### config.mk
export PLATFORM = sky130hd
export DESIGN_NAME = bool_expression_lexer_unit_flat
export DESIGN_NICKNAME = d
export VERILOG_FILES = /design/src/sv/bel_pkg.sv /design/src/sv/bel_char_if.sv /design/src/sv/bel_token_if.sv /design/src/sv/bool_expression_lexer_unit.sv /design/src/sv/bel_decode.sv /design/src/flat_wrapper.sv
export VERILOG_INCLUDE_DIRS = /design/src /design/src/sv
export SDC_FILE = /design/constraint.sdc
export NUM_CORES = 1
export LEC_CHECK = 0
export BUFFER_PORTS_ARGS = -buffer_cell sky130_fd_sc_hd__clkbuf_2
export CAP_MARGIN = 20
export CORE_AREA = 4 4 110 112
export CTS_BUF_LIST = sky130_fd_sc_hd__clkbuf_2
export CTS_CLUSTER_DIAMETER = 200
export CTS_CLUSTER_SIZE = 40
export DETAILED_ROUTE_END_ITERATION = 12
export DIE_AREA = 0 0 114 116
export PLACE_DENSITY = 0.88
export SETUP_SLACK_MARGIN = 0.1
export SYNTH_ARGS = -nofsm -noshare
export SYNTH_HDL_FRONTEND = slang
export SYNTH_HIERARCHICAL = 1
export SYNTH_SLANG_ARGS = --single-unit
### constraint.sdc
create_clock -name i_clk -period 3.7 [get_ports i_clk]
set_clock_uncertainty 0.1 [all_clocks]
set_input_delay 0 -clock i_clk [delete_from_list [all_inputs] [get_ports i_clk]]
set_output_delay 0 -clock i_clk [all_outputs]
set_load 0.02 [all_outputs]
### src/sv/bool_expression_lexer_unit_defines.svh
// assertion macros shared by the lexer rtl
`ifndef BOOL_EXPRESSION_LEXER_UNIT_DEFINES_SVH
`define BOOL_EXPRESSION_LEXER_UNIT_DEFINES_SVH

// same-cycle implication, disabled while in reset
`define BEL_ASSERT_IMP(lbl, clk, rst_n, ante, cons) \
    lbl: assert property (@(posedge clk) disable iff (!(rst_n)) (ante) |-> (cons)) \
        else $error("bel assertion failed");

// next-cycle implication, disabled while in reset
`define BEL_ASSERT_NXT(lbl, clk, rst_n, ante, cons) \
    lbl: assert property (@(posedge clk) disable iff (!(rst_n)) (ante) |=> (cons)) \
        else $error("bel assertion failed");

`endif

### src/sv/bel_pkg.sv
package bel_pkg;

    localparam int KindWidth = 4;
    localparam int TokLenWidth = 16;

    typedef enum logic [KindWidth-1:0] {
        K_EOS     = 4'd0,
        K_SPACE   = 4'd1,
        K_NOTEQ   = 4'd2,
        K_AND     = 4'd3,
        K_OR      = 4'd4,
        K_LBR     = 4'd5,
        K_RBR     = 4'd6,
        K_LT      = 4'd7,
        K_LE      = 4'd8,
        K_EQ      = 4'd9,
        K_GT      = 4'd10,
        K_GE      = 4'd11,
        K_SYMBOL  = 4'd12,
        K_NUMBER  = 4'd13,
        K_UNKNOWN = 4'd14
    } t_kind;

    typedef enum logic [3:0] {
        M_IDLE = 4'd0,
        M_BANG = 4'd1,
        M_AMP  = 4'd2,
        M_LT   = 4'd3,
        M_EQ   = 4'd4,
        M_GT   = 4'd5,
        M_BAR  = 4'd6,
        M_A    = 4'd7,
        M_AN   = 4'd8,
        M_O    = 4'd9,
        M_SYM  = 4'd10,
        M_NUM  = 4'd11
    } t_mode;

    typedef struct packed {
        t_kind                   kind;
        logic [TokLenWidth-1:0]  length;
        logic                    last;
    } t_token;

    // up to two tokens per character: the closed held token, then its own
    typedef struct packed {
        logic   held_valid;
        logic   own_valid;
        t_token held;
        t_token own;
    } t_step;

endpackage

### src/sv/bel_char_if.sv
interface bel_char_if;
    logic       valid;
    logic       ready;
    logic [7:0] char_in;

    modport source (output valid, output char_in, input ready);
    modport sink (input valid, input char_in, output ready);
endinterface

### src/sv/bel_token_if.sv
interface bel_token_if;
    logic        valid;
    logic        ready;
    logic [3:0]  token_kind;
    logic [15:0] tok_len;
    logic        last_of_run;

    modport source (output valid, output token_kind, output tok_len,
                    output last_of_run, input ready);
    modport sink (input valid, input token_kind, input tok_len,
                  input last_of_run, output ready);
endinterface

### src/sv/bool_expression_lexer_unit.sv
// Boolean expression lexer. One character is taken per transaction on i_char,
// a zero character ends the string. Each character yields zero, one or two
// tokens on o_token: first the held token that it closes, then any token it
// completes by itself; last_of_run marks the final token of a character.
// Characters are registered, then lexed in one pass into a three-entry token
// queue that drives o_token. A character can be accepted every cycle while the
// queue keeps room for two tokens after this cycle's pop; the rate is limited
// by the one token per cycle output port and its ready, so characters that
// yield two tokens hold the input back.
// Symbol and number lengths saturate at 2^LEN_WIDTH - 1, reported at most 65535.
`include "bool_expression_lexer_unit_defines.svh"

module bool_expression_lexer_unit #(
    parameter int LEN_WIDTH = 16
) (
    input  logic              i_clk,
    input  logic              i_rst_n,
    bel_char_if.sink          i_char,
    bel_token_if.source       o_token
);

    localparam int QDepth = 3;

    logic                  r_in_valid;
    logic [7:0]            r_in_char;
    bel_pkg::t_mode        r_mode, n_mode;
    logic [LEN_WIDTH-1:0]  r_count, n_count;
    bel_pkg::t_token       r_q [QDepth];
    bel_pkg::t_token       n_q [QDepth];
    logic [1:0]            r_qcnt, n_qcnt;

    bel_pkg::t_mode        dec_mode;
    logic [LEN_WIDTH-1:0]  dec_count;
    bel_pkg::t_step        dec_step;

    logic                  pop, fire;
    logic [1:0]            keep, npush;
    bel_pkg::t_token       push0, push1;

    bel_decode #(
        .LEN_WIDTH(LEN_WIDTH)
    ) u_decode (
        .i_mode  (r_mode),
        .i_count (r_count),
        .i_char  (r_in_char),
        .o_mode  (dec_mode),
        .o_count (dec_count),
        .o_step  (dec_step)
    );

    assign pop  = o_token.valid && o_token.ready;
    assign keep = r_qcnt - {1'b0, pop};
    // room for two tokens after this cycle's pop
    assign fire = r_in_valid && (keep <= 2'd1);

    assign i_char.ready = !r_in_valid || fire;

    assign o_token.valid        = (r_qcnt != 2'd0);
    assign o_token.token_kind   = r_q[0].kind;
    assign o_token.tok_len      = r_q[0].length;
    assign o_token.last_of_run  = r_q[0].last;

    always_comb begin
        push0 = dec_step.held_valid ? dec_step.held : dec_step.own;
        push1 = dec_step.own;
        npush = fire ? (2'({1'b0, dec_step.held_valid}) + 2'({1'b0, dec_step.own_valid}))
                     : 2'd0;
        for (int i = 0; i < QDepth; i++) begin
            if (2'(i) < keep) begin
                n_q[i] = (pop && (i < QDepth - 1)) ? r_q[(i + 1) % QDepth] : r_q[i];
            end else if (2'(i) == keep) begin
                n_q[i] = push0;
            end else begin
                n_q[i] = push1;
            end
        end
        n_qcnt  = keep + npush;
        n_mode  = fire ? dec_mode : r_mode;
        n_count = fire ? dec_count : r_count;
    end

    always_ff @(posedge i_clk) begin
        if (!i_rst_n) begin
            r_in_valid <= 1'b0;
            r_mode     <= bel_pkg::M_IDLE;
            r_count    <= '0;
            r_qcnt     <= 2'd0;
        end else begin
            if (i_char.valid && i_char.ready) begin
                r_in_valid <= 1'b1;
            end else if (fire) begin
                r_in_valid <= 1'b0;
            end
            r_mode  <= n_mode;
            r_count <= n_count;
            r_qcnt  <= n_qcnt;
        end
    end

    always_ff @(posedge i_clk) begin
        if (i_char.valid && i_char.ready) begin
            r_in_char <= i_char.char_in;
        end
        r_q <= n_q;
    end

    `BEL_ASSERT_NXT(a_in_hold, i_clk, i_rst_n, r_in_valid && !fire, r_in_valid && $stable(r_in_char))
    `BEL_ASSERT_IMP(a_mode_count, i_clk, i_rst_n, 1'b1, (r_mode == bel_pkg::M_IDLE) == (r_count == '0))
    `BEL_ASSERT_IMP(a_pair_queued, i_clk, i_rst_n, o_token.valid && !o_token.last_of_run, r_qcnt >= 2'd2)

endmodule

### src/sv/bel_decode.sv
module bel_decode #(
    parameter int LEN_WIDTH = 16
) (
    input  bel_pkg::t_mode         i_mode,
    input  logic [LEN_WIDTH-1:0]   i_count,
    input  logic [7:0]             i_char,
    output bel_pkg::t_mode         o_mode,
    output logic [LEN_WIDTH-1:0]   o_count,
    output bel_pkg::t_step         o_step
);

    localparam int SatWidth = (LEN_WIDTH > bel_pkg::TokLenWidth) ? LEN_WIDTH
                                                                 : bel_pkg::TokLenWidth;

    localparam logic [7:0] ChNul    = 8'h00;
    localparam logic [7:0] ChTab    = 8'h09;
    localparam logic [7:0] ChSpace  = 8'h20;
    localparam logic [7:0] ChBang   = 8'h21;
    localparam logic [7:0] ChAmp    = 8'h26;
    localparam logic [7:0] ChLbr    = 8'h28;
    localparam logic [7:0] ChRbr    = 8'h29;
    localparam logic [7:0] ChDash   = 8'h2D;
    localparam logic [7:0] ChLt     = 8'h3C;
    localparam logic [7:0] ChEq     = 8'h3D;
    localparam logic [7:0] ChGt     = 8'h3E;
    localparam logic [7:0] ChUnder  = 8'h5F;
    localparam logic [7:0] ChLowA   = 8'h61;
    localparam logic [7:0] ChLowD   = 8'h64;
    localparam logic [7:0] ChLowN   = 8'h6E;
    localparam logic [7:0] ChLowO   = 8'h6F;
    localparam logic [7:0] ChLowR   = 8'h72;
    localparam logic [7:0] ChBar    = 8'h7C;

    function automatic logic [bel_pkg::TokLenWidth-1:0] sat_len(
        input logic [LEN_WIDTH-1:0] cnt
    );
        logic [SatWidth-1:0] wide;
        wide = SatWidth'(cnt);
        if (wide > SatWidth'({bel_pkg::TokLenWidth{1'b1}}))
            return {bel_pkg::TokLenWidth{1'b1}};
        return wide[bel_pkg::TokLenWidth-1:0];
    endfunction

    function automatic logic [LEN_WIDTH-1:0] bump(input logic [LEN_WIDTH-1:0] cnt);
        return (cnt == {LEN_WIDTH{1'b1}}) ? cnt : cnt + LEN_WIDTH'(1);
    endfunction

    function automatic bel_pkg::t_token mk_tok(
        input bel_pkg::t_kind kind,
        input logic [bel_pkg::TokLenWidth-1:0] len
    );
        bel_pkg::t_token t;
        t.kind   = kind;
        t.length = len;
        t.last   = 1'b0;
        return t;
    endfunction

    logic is_alpha, is_digit, is_sym;
    assign is_alpha = ((i_char >= 8'h61) && (i_char <= 8'h7A))
                   || ((i_char >= 8'h41) && (i_char <= 8'h5A));
    assign is_digit = (i_char >= 8'h30) && (i_char <= 8'h39);
    assign is_sym   = is_alpha || is_digit || (i_char == ChUnder) || (i_char == ChDash);

    // lexing of the character as the first one of a new token
    logic            s_emit;
    bel_pkg::t_kind  s_kind;
    bel_pkg::t_mode  s_mode;

    always_comb begin
        s_emit = 1'b0;
        s_kind = bel_pkg::K_UNKNOWN;
        s_mode = bel_pkg::M_IDLE;
        case (i_char)
            ChNul: begin
                s_emit = 1'b1;
                s_kind = bel_pkg::K_EOS;
            end
            ChTab, ChSpace: begin
                s_emit = 1'b1;
                s_kind = bel_pkg::K_SPACE;
            end
            ChLbr: begin
                s_emit = 1'b1;
                s_kind = bel_pkg::K_LBR;
            end
            ChRbr: begin
                s_emit = 1'b1;
                s_kind = bel_pkg::K_RBR;
            end
            ChBang: s_mode = bel_pkg::M_BANG;
            ChAmp:  s_mode = bel_pkg::M_AMP;
            ChLt:   s_mode = bel_pkg::M_LT;
            ChEq:   s_mode = bel_pkg::M_EQ;
            ChGt:   s_mode = bel_pkg::M_GT;
            ChBar:  s_mode = bel_pkg::M_BAR;
            ChLowA: s_mode = bel_pkg::M_A;
            ChLowO: s_mode = bel_pkg::M_O;
            default: begin
                if (is_alpha) begin
                    s_mode = bel_pkg::M_SYM;
                end else if (is_digit) begin
                    s_mode = bel_pkg::M_NUM;
                end else begin
                    s_emit = 1'b1;
                    s_kind = bel_pkg::K_UNKNOWN;
                end
            end
        endcase
    end

    logic                 restart;
    logic [LEN_WIDTH-1:0] cnt_inc;
    assign cnt_inc = i_count + LEN_WIDTH'(1);

    always_comb begin
        o_step     = '0;
        o_mode     = bel_pkg::M_IDLE;
        o_count    = '0;
        restart    = 1'b0;
        o_step.held = mk_tok(bel_pkg::K_UNKNOWN, 16'd1);
        unique case (i_mode)
            bel_pkg::M_BANG: begin
                o_step.held_valid = 1'b1;
                if (i_char == ChEq) begin
                    o_step.held = mk_tok(bel_pkg::K_NOTEQ, 16'd2);
                end else begin
                    o_step.held = mk_tok(bel_pkg::K_UNKNOWN, 16'd1);
                    restart = 1'b1;
                end
            end
            bel_pkg::M_AMP: begin
                o_step.held_valid = 1'b1;
                if (i_char == ChAmp) begin
                    o_step.held = mk_tok(bel_pkg::K_AND, 16'd2);
                end else begin
                    o_step.held = mk_tok(bel_pkg::K_AND, 16'd1);
                    restart = 1'b1;
                end
            end
            bel_pkg::M_LT: begin
                o_step.held_valid = 1'b1;
                if (i_char == ChGt) begin
                    o_step.held = mk_tok(bel_pkg::K_NOTEQ, 16'd2);
                end else if (i_char == ChEq) begin
                    o_step.held = mk_tok(bel_pkg::K_LE, 16'd2);
                end else begin
                    o_step.held = mk_tok(bel_pkg::K_LT, 16'd1);
                    restart = 1'b1;
                end
            end
            bel_pkg::M_EQ: begin
                o_step.held_valid = 1'b1;
                if (i_char == ChEq) begin
                    o_step.held = mk_tok(bel_pkg::K_EQ, 16'd2);
                end else begin
                    o_step.held = mk_tok(bel_pkg::K_EQ, 16'd1);
                    restart = 1'b1;
                end
            end
            bel_pkg::M_GT: begin
                o_step.held_valid = 1'b1;
                if (i_char == ChEq) begin
                    o_step.held = mk_tok(bel_pkg::K_GE, 16'd2);
                end else begin
                    o_step.held = mk_tok(bel_pkg::K_GT, 16'd1);
                    restart = 1'b1;
                end
            end
            bel_pkg::M_BAR: begin
                o_step.held_valid = 1'b1;
                if (i_char == ChBar) begin
                    o_step.held = mk_tok(bel_pkg::K_OR, 16'd2);
                end else begin
                    o_step.held = mk_tok(bel_pkg::K_OR, 16'd1);
                    restart = 1'b1;
                end
            end
            bel_pkg::M_A, bel_pkg::M_AN, bel_pkg::M_O: begin
                // keyword prefix: extend, fall back to a symbol, or close
                if ((i_mode == bel_pkg::M_A) && (i_char == ChLowN)) begin
                    o_mode  = bel_pkg::M_AN;
                    o_count = cnt_inc;
                end else if ((i_mode == bel_pkg::M_AN) && (i_char == ChLowD)) begin
                    o_step.held_valid = 1'b1;
                    o_step.held = mk_tok(bel_pkg::K_AND, sat_len(cnt_inc));
                end else if ((i_mode == bel_pkg::M_O) && (i_char == ChLowR)) begin
                    o_step.held_valid = 1'b1;
                    o_step.held = mk_tok(bel_pkg::K_OR, sat_len(cnt_inc));
                end else if (is_sym) begin
                    o_mode  = bel_pkg::M_SYM;
                    o_count = bump(i_count);
                end else begin
                    o_step.held_valid = 1'b1;
                    o_step.held = mk_tok(bel_pkg::K_SYMBOL, sat_len(i_count));
                    restart = 1'b1;
                end
            end
            bel_pkg::M_SYM: begin
                if (is_sym) begin
                    o_mode  = bel_pkg::M_SYM;
                    o_count = bump(i_count);
                end else begin
                    o_step.held_valid = 1'b1;
                    o_step.held = mk_tok(bel_pkg::K_SYMBOL, sat_len(i_count));
                    restart = 1'b1;
                end
            end
            bel_pkg::M_NUM: begin
                if (is_digit) begin
                    o_mode  = bel_pkg::M_NUM;
                    o_count = bump(i_count);
                end else begin
                    o_step.held_valid = 1'b1;
                    o_step.held = mk_tok(bel_pkg::K_NUMBER, sat_len(i_count));
                    restart = 1'b1;
                end
            end
            default: restart = 1'b1;
        endcase

        if (restart) begin
            o_mode           = s_mode;
            o_count          = (s_mode == bel_pkg::M_IDLE) ? '0 : LEN_WIDTH'(1);
            o_step.own_valid = s_emit;
            o_step.own       = mk_tok(s_kind, 16'd1);
        end else begin
            o_step.own = mk_tok(bel_pkg::K_UNKNOWN, 16'd1);
        end
        o_step.own.last  = 1'b1;
        o_step.held.last = !o_step.own_valid;
    end

endmodule
### src/flat_wrapper.sv
// flat-port wrapper written by rule: the top's interface ports become plain ports
module bool_expression_lexer_unit_flat 
#(
    parameter int LEN_WIDTH = 16
)
  (i_clk, i_rst_n, i_char_valid, i_char_char_in, i_char_ready, o_token_valid, o_token_token_kind, o_token_tok_len, o_token_last_of_run, o_token_ready);
  bel_char_if i_char_i ();
  bel_token_if o_token_i ();
  input  logic i_clk;
  input  logic i_rst_n;
  input wire logic [$bits(i_char_i.valid)-1:0] i_char_valid;
  input wire logic [$bits(i_char_i.char_in)-1:0] i_char_char_in;
  output wire logic [$bits(i_char_i.ready)-1:0] i_char_ready;
  output wire logic [$bits(o_token_i.valid)-1:0] o_token_valid;
  output wire logic [$bits(o_token_i.token_kind)-1:0] o_token_token_kind;
  output wire logic [$bits(o_token_i.tok_len)-1:0] o_token_tok_len;
  output wire logic [$bits(o_token_i.last_of_run)-1:0] o_token_last_of_run;
  input wire logic [$bits(o_token_i.ready)-1:0] o_token_ready;
  assign i_char_i.valid = i_char_valid;
  assign i_char_i.char_in = i_char_char_in;
  assign i_char_ready = i_char_i.ready;
  assign o_token_valid = o_token_i.valid;
  assign o_token_token_kind = o_token_i.token_kind;
  assign o_token_tok_len = o_token_i.tok_len;
  assign o_token_last_of_run = o_token_i.last_of_run;
  assign o_token_i.ready = o_token_ready;
  bool_expression_lexer_unit #(.LEN_WIDTH(LEN_WIDTH)) u_core (.i_clk(i_clk), .i_rst_n(i_rst_n), .i_char(i_char_i), .o_token(o_token_i));
endmodule
==> results of run 1 <==
[placed cells by master (no fill, tap or decap), drive strengths merged, types with 14 or more instances in the layout]
master and instances:
nand2 87, edfxtp 71, a21oi 70, mux2i 63
o21ai 59, clkbuf 43, nor2 24, dfxtp 23
mux2 21, buf 20, conb 17, dlygate4sd3 14
[worst max-delay path: stages (launching register included)]
cell and delay [ps]:
edfxtp_1 660, or4b_1 640, nor4_1 290, nor2_2 170
a21oi_1 170, or3_1 230, nor2b_2 170, buf_4 360
mux2i_1 270, o21ai_1 100
[through the flow]
stage | util, % | total power, µW
final | 58.8 | 4130
after detailed placement | 56.8 | 3660
after global routing | 58.8 | 4380
after global placement | 56.8 | 3570
after CTS | 58.8 | 4120
after floorplan | - | 3280
[timing repair]
| action | in CTS | in global routing |
|---|---|---|
| endpoints found under the hold margin | 38 | 0 |
| resized for setup | 0 | 0 |
| hold buffers | 14 | 0 |
[power by group]
group	switching, µW	total, µW	internal [µW]	leakage (µW)
clock network	379	469	90.8	0.0000601
registers	123	1830	1710	0.000899
logic	1230	1830	602	0.00135
[path summary, 6_finish.rpt]
path                                   from                        endpoint  cells past startpoint
min                       i_char_char_in[7]   u_core/r_in_char[7]$_DFFE_PP_                      2
max reg2reg   u_core/r_in_char[1]$_DFFE_PP_        u_core/r_q[21]$_DFFE_PP_                      9
min reg2reg  u_core/r_count[8]$_SDFFE_PN0P_  u_core/r_count[8]$_SDFFE_PN0P_                      2
max           u_core/r_in_char[1]$_DFFE_PP_        u_core/r_q[21]$_DFFE_PP_                      9
[cells by family (layout without fill, tap and decap cells)]
logic type,Yosys count,after routing
compound gates,173,173
xor+xnor,18,18
fa+ha+maj,4,4
buf+inv,95,93
flops,94,94
mux,84,84
other cells,2,17
simple gates,202,202
[flip-flops by register name (all words and copies together), names as in the netlist]
register and flops:
u_core/r_in_char 8, u_core/r_mode 4, u_core/r_count 16, u_core/o_token.token_kind 4, u_core/r_in_valid 1, u_core/r_qcnt 2, u_core/r_q 42, u_core/o_token.tok_len 16
u_core/o_token.last_of_run 1
[final cells by class]
cell class / instances / area [µm²] / share of cell area (%)
well taps: 143 / 179 / 2.71
inverters: 9 / 33.8 / 0.512
multi-input cells: 498 / 3250 / 49.1
clock inverters: 7 / 47.5 / 0.720
repair buffers: 68 / 460 / 6.97
flip-flops and latches: 94 / 2590 / 39.3
clock buffers: 9 / 45.0 / 0.682
[per-layer routing]
metal / track usage [%] / up-vias
li1: - / 2405
met1: 29.5 / 2467
met2: 39.0 / 277
met3: 1.83 / 29
met4: 8.00 / 0
met5: 0 / -
==> qor.yml, run 1 <==
path_class: "reg -> reg"
wl_met2_um: 7280
grt_pass1_wl_um: 23900
clock-sinks: 94
grt_max_degree: 45
antenna_left: 0
stdcell_count: 828
muxShareOfSynthArea_pct: 13.7
required_ps: 3940
antenna_found_initial: 0
hold_ws_ps: 34.9
status: "complete, no violations"
maxSlewHeadroom_pct: 34.6
wl_met3_um: 1020
worst_skew_pair.late_latency_ps: 560
routed_via_density: 6.25
dp.cells: 798
coreArea_mm2: 0.0112
end_kind: "flop"
place_ws_ps: 448
synth_compound_area_share_pct: 15.9
dr.first_iter.drc_count: 737
yosysSeqAreaShare_pct: 41.0
path_max_fanout: 21
n_fill_cell: 987
hold_violations: 0
synth_ff_type: "edfxtp_1"
synth_edf_count: 71
io_pins: 35
vias: 5178
ys_ff_latch: 94
clock_path_buffers: 2
groute.usage.overall_pct: 22.4
synth_xor_area_share_pct: 2.61
cts_tree: "done"
syn-mean-instance-area_um2: 9.41
die_w_um: 114
synth_simple_gate_area_share_pct: 17.2
die_h_um: 116
synth.area.top_cells: "edfxtp_1 (34%), mux2i_1 (10%), dfxtp_1 (7.3%), a21oi_1 (5.5%), nand2_1 (5.2%)"
grt.overflow.total: 0
htreeDepth: 3
grt_pass1_vias: 4812
num_rows: 39
min_period_ps: 3400
setup_violations: 0
postSynthCellCount: 672
rsz0062_at_grt: "false"
wl_per_cell_um: 17.8
vdd_drop_max_v: 0.000676
drive_gt1_share_pct: 13.0
synthArstFlopShare_pct: 0
port_buffers: 34
start_util_pct: 56.3
dr.pass1.iters: 6
min_period_over_period_pct: 91.8
maxCapViolations: 0
syn_area_mm2: 0.00632
dpl-instance-area_mm2: 0.00637
powerDensity_mw_per_mm2: 626
ys_types: 72
root_buffer: "clkbuf_2"
finalWorstSetupSlack_ps: 304
fmax_mhz: 294
synthAdderAreaFrac_pct: 0.792
yosysMostFrequentCell: "nand2_1"
drt_wl_total_um: 14800
numCtsBuffers: 9
stdcell_area_mm2: 0.00660
yosysTopAreaCell: "edfxtp_1"
start_kind: "flop"
arrival_ps: 3640
hp-class: "in -> reg"
tightestPinTransition_ps: 979
synth_top_family_by_area: "simple AND/OR/NAND/NOR gates"
r2r_slack_ps: 300
synth.top_cell.area_share_pct: 33.7
fin_nets: 696
leakagePower_uw: 0.00231
m1WireLength_um: 6150
tns_ps: 0
hpwl_um: 10300
drc: 0
gp_congestion: 0.948
post_cts_buffers: 0
synth-warning-count: 6
slew_viol_final: 0
area_growth_pct: 4.45
clk_pin_slew_ps: 260
dieArea_mm2: 0.0132
top_layer: "met4"
ys_top_cells_by_count: "nand2_1 (87), edfxtp_1 (71), a21oi_1 (70)"
antennaDiodeCount: 0
Power figures use the tool's default switching activity.
==> run 2: changes to the inputs <==
CORE_AREA = 4 4 104 106   (was 4 4 110 112)
DIE_AREA = 0 0 108 110   (was 0 0 114 116)
PLACE_DENSITY = 0.87   (was 0.88)
SYNTH_HIERARCHICAL = default   (was 1)
==> qor.yml, run 2 <==
dieArea_mm2: 0.0119  # -10%
syn_area_mm2: 0.00552  # -13%
drt_wl_total_um: 12800  # -13%
fin_nets: 633  # -9.1%
antenna_left: 0  # unchanged
maxSlewHeadroom_pct: 42.6  # +8.0 points
rsz0062_at_grt: "false"
path_class: "reg -> reg"
required_ps: 4110  # +170 ps
hpwl_um: 9200  # -11%
regMostFlops: "u_core.r_q"
num_rows: 36  # -7.7%
ys_ff_latch: 94  # unchanged
multi_input_area_mm2: 0.00258  # -21%
synth_ff_type: "edfxtp_1"
post_cts_resized: 0  # unchanged
synthArstFlopShare_pct: 0  # unchanged
groute.usage.overall_pct: 22.0  # -0.42 points
hold_violations: 0  # unchanged
power.share.sequential_pct: 44.2  # -0.2 points
fin_util_pct: 60.3  # +1.5 points
min_period_over_period_pct: 92.0  # +0.22 points
p_comb_share_pct: 43.9  # -0.4 points
port_buffers: 34  # unchanged
r2r_slack_ps: 300  # about the same
dr.first_iter.drc_count: 691  # -6.2%
cts_tree: "done"
yosysSeqAreaShare_pct: 46.9  # +5.9 points
clock-sinks: 94  # unchanged
synth_fp_nets: 617
synth.area.top_cells: "edfxtp_1 (39%), dfxtp_1 (8.3%), o21ai_0 (6.1%), nand2_1 (4.6%), nor2_1 (3.7%)"
numCtsBuffers: 9  # unchanged
grt_max_degree: 51  # +13%
largest_register_ffs: 42  # unchanged
yosysTopAreaCell: "edfxtp_1"
rr_worst_depth: 11  # +2
area_growth_pct: 6.77
path_max_fanout: 12  # -43%
grt.overflow.total: 0  # unchanged
coreArea_mm2: 0.00977  # -13%
tightestPinTransition_ps: 859  # -120 ps
min_period_ps: 3400  # +8.26 ps
status: "complete, no violations"
setup_violations: 0  # unchanged
clock_path_buffers: 2  # unchanged
ys_top_cells_by_count: "edfxtp_1 (71), nand2_1 (67), o21ai_0 (67)"
maxCapViolations: 0  # unchanged
grt_pass1_wl_um: 20800  # -13%
start_util_pct: 56.5  # +0.18 points
die_h_um: 110  # -5.2%
start_kind: "flop"
mostFrequentLayoutCells: "edfxtp_1 (71), nand2_1 (67), o21ai_0 (67), nor2_1 (55), clkbuf_2 (44)"
drive_gt1_share_pct: 13.2  # +0.19 points
final_common_cell: "edfxtp_1"
dr.pass1.iters: 9  # +3
powerDensity_mw_per_mm2: 660  # +5.5%
vias: 4710  # -9.0%
syn-mean-instance-area_um2: 9.19  # -2.3%
post_cts_buffers: 0  # unchanged
pwr-share-clk_pct: 11.9  # +0.5 points
worst_skew_pair.late_latency_ps: 570  # about the same
htreeDepth: 3  # unchanged
die_w_um: 108  # -5.3%
slew_viol_final: 0  # unchanged
io_pins: 35  # unchanged
gp_congestion: 0.920  # -2.9%
vdd_drop_max_v: 0.000602  # -11%
tns_ps: 0  # unchanged
arrival_ps: 3810  # +170 ps
drc: 0  # unchanged
n_fill_cell: 820  # -17%
clk_pin_slew_ps: 280  # +20 ps
seqCellArea_mm2: 0.00259  # unchanged
yosysMostFrequentCell: "edfxtp_1"
root_buffer: "clkbuf_2"
grt_pass1_vias: 4290  # -11%
synth.top_cell.area_share_pct: 38.6  # +4.9 points
ys_types: 78  # +8.3%
fmax_mhz: 294  # -0.24%
wl_per_cell_um: 16.9  # -5.1%
switching_share_pct: 42.9  # +1.0 points
end_kind: "flop"
leakagePower_uw: 0.00211  # -8.6%
antenna_found_initial: 1  # +1
p_int_uw: 2220  # -7.5%
synth-warning-count: 0  # -6
p_switching_uw: 1670  # -3.4%
synth_edf_count: 71  # unchanged
postSynthCellCount: 601  # -11%
holdPathStages: 2  # unchanged
routed_via_density: 6.23  # -0.38%
hp-class: "in -> reg"
## run 2: worst paths after layout
path / to / startpoint
max: u_core.r_qcnt[1]$_SDFF_PN0_ / u_core.r_in_char[6]$_DFFE_PP_
min: u_core.r_in_char[5]$_DFFE_PP_ / i_char_char_in[5]
max reg2reg: u_core.r_qcnt[1]$_SDFF_PN0_ / u_core.r_in_char[6]$_DFFE_PP_
min reg2reg: u_core.o_token.tok_len[0]$_DFFE_PP_ / u_core.r_q[22]$_DFFE_PP_
## run 2: power by group through the flow
stage               clock [µW]  combinational [µW]  sequential [µW]
global placement             0                1630             1740
detailed placement           0                1690             1750
CTS                        459                1710             1720
finish                     463                1710             1720
floorplan                    0                1390             1720
global route               504                1900             1750
## run 2: area by class of cell
| type | instances | area share, % |
|---|---|---|
| diodes | 1 | 0.0424 |
| clock buffers | 10 | 0.849 |
| clock inverters | 6 | 0.742 |
| inverters | 12 | 0.764 |
| multi-input cells | 437 | 43.7 |
| flip-flops and latches | 94 | 44.0 |
| well taps | 133 | 2.82 |
| repair buffers | 63 | 7.13 |
## run 2: what timing repair did
action / in CTS / in global routing
endpoints found under the setup margin: 0 / 0
hold endpoints to repair: 30 / 2
hold buffers: 11 / 2
## run 2: cell families (layout without fill, tap and decap cells)
family / Yosys count / in the layout / share of synthesized area, %
and+or+nand+nor: 226 / 226 / 20.7
adders and majority gates: 4 / 4 / 0.906
muxes: 5 / 5 / 0.951
DFF: 94 / 94 / 46.9
other: 0 / 1 / 0
xor gates and xnor gates: 4 / 4 / 0.634
buffers and inverters: 70 / 91 / 6.55
AOI/OAI and AO/OA: 198 / 198 / 23.3
## run 2: through the flow
step / std cells / instance area (µm²) / setup slack, ps / hold slack [ps] / total power (µW)
2_1_floorplan: 601 / 5520 / 648 / -1.13 / 3100
3_5_place_dp: 726 / 5670 / 350 / 78.6 / 3440
4_1_cts: 753 / 5880 / 322 / 0.318 / 3890
3_3_place_gp: 726 / 5670 / 454 / 76.9 / 3370
6_report: 756 / 5900 / 296 / 40.1 / 3890
5_1_grt: 756 / 5900 / 178 / 10.5 / 4150
## run 2: critical path, cell delays in order (launching register included)
cell	delay, ps
edfxtp_1	570
or4b_1	550
a2111o_1	450
o211ai_2	240
and2_1	220
o21a_2	230
inv_2	80
ha_1	260
and3_1	170
ha_1	200
xnor2_1	120
and2_1	160
## run 2: metal layers
layer,up-vias,wire [µm],share of wire (%),track usage [%]
met3,25,1100,8.6,4.14
met4,0,231,1.8,7.57
met1,2159,5400,42,29.3
met5,-,0,0,0
li1,2279,-,-,-
met2,247,6050,47,36.4
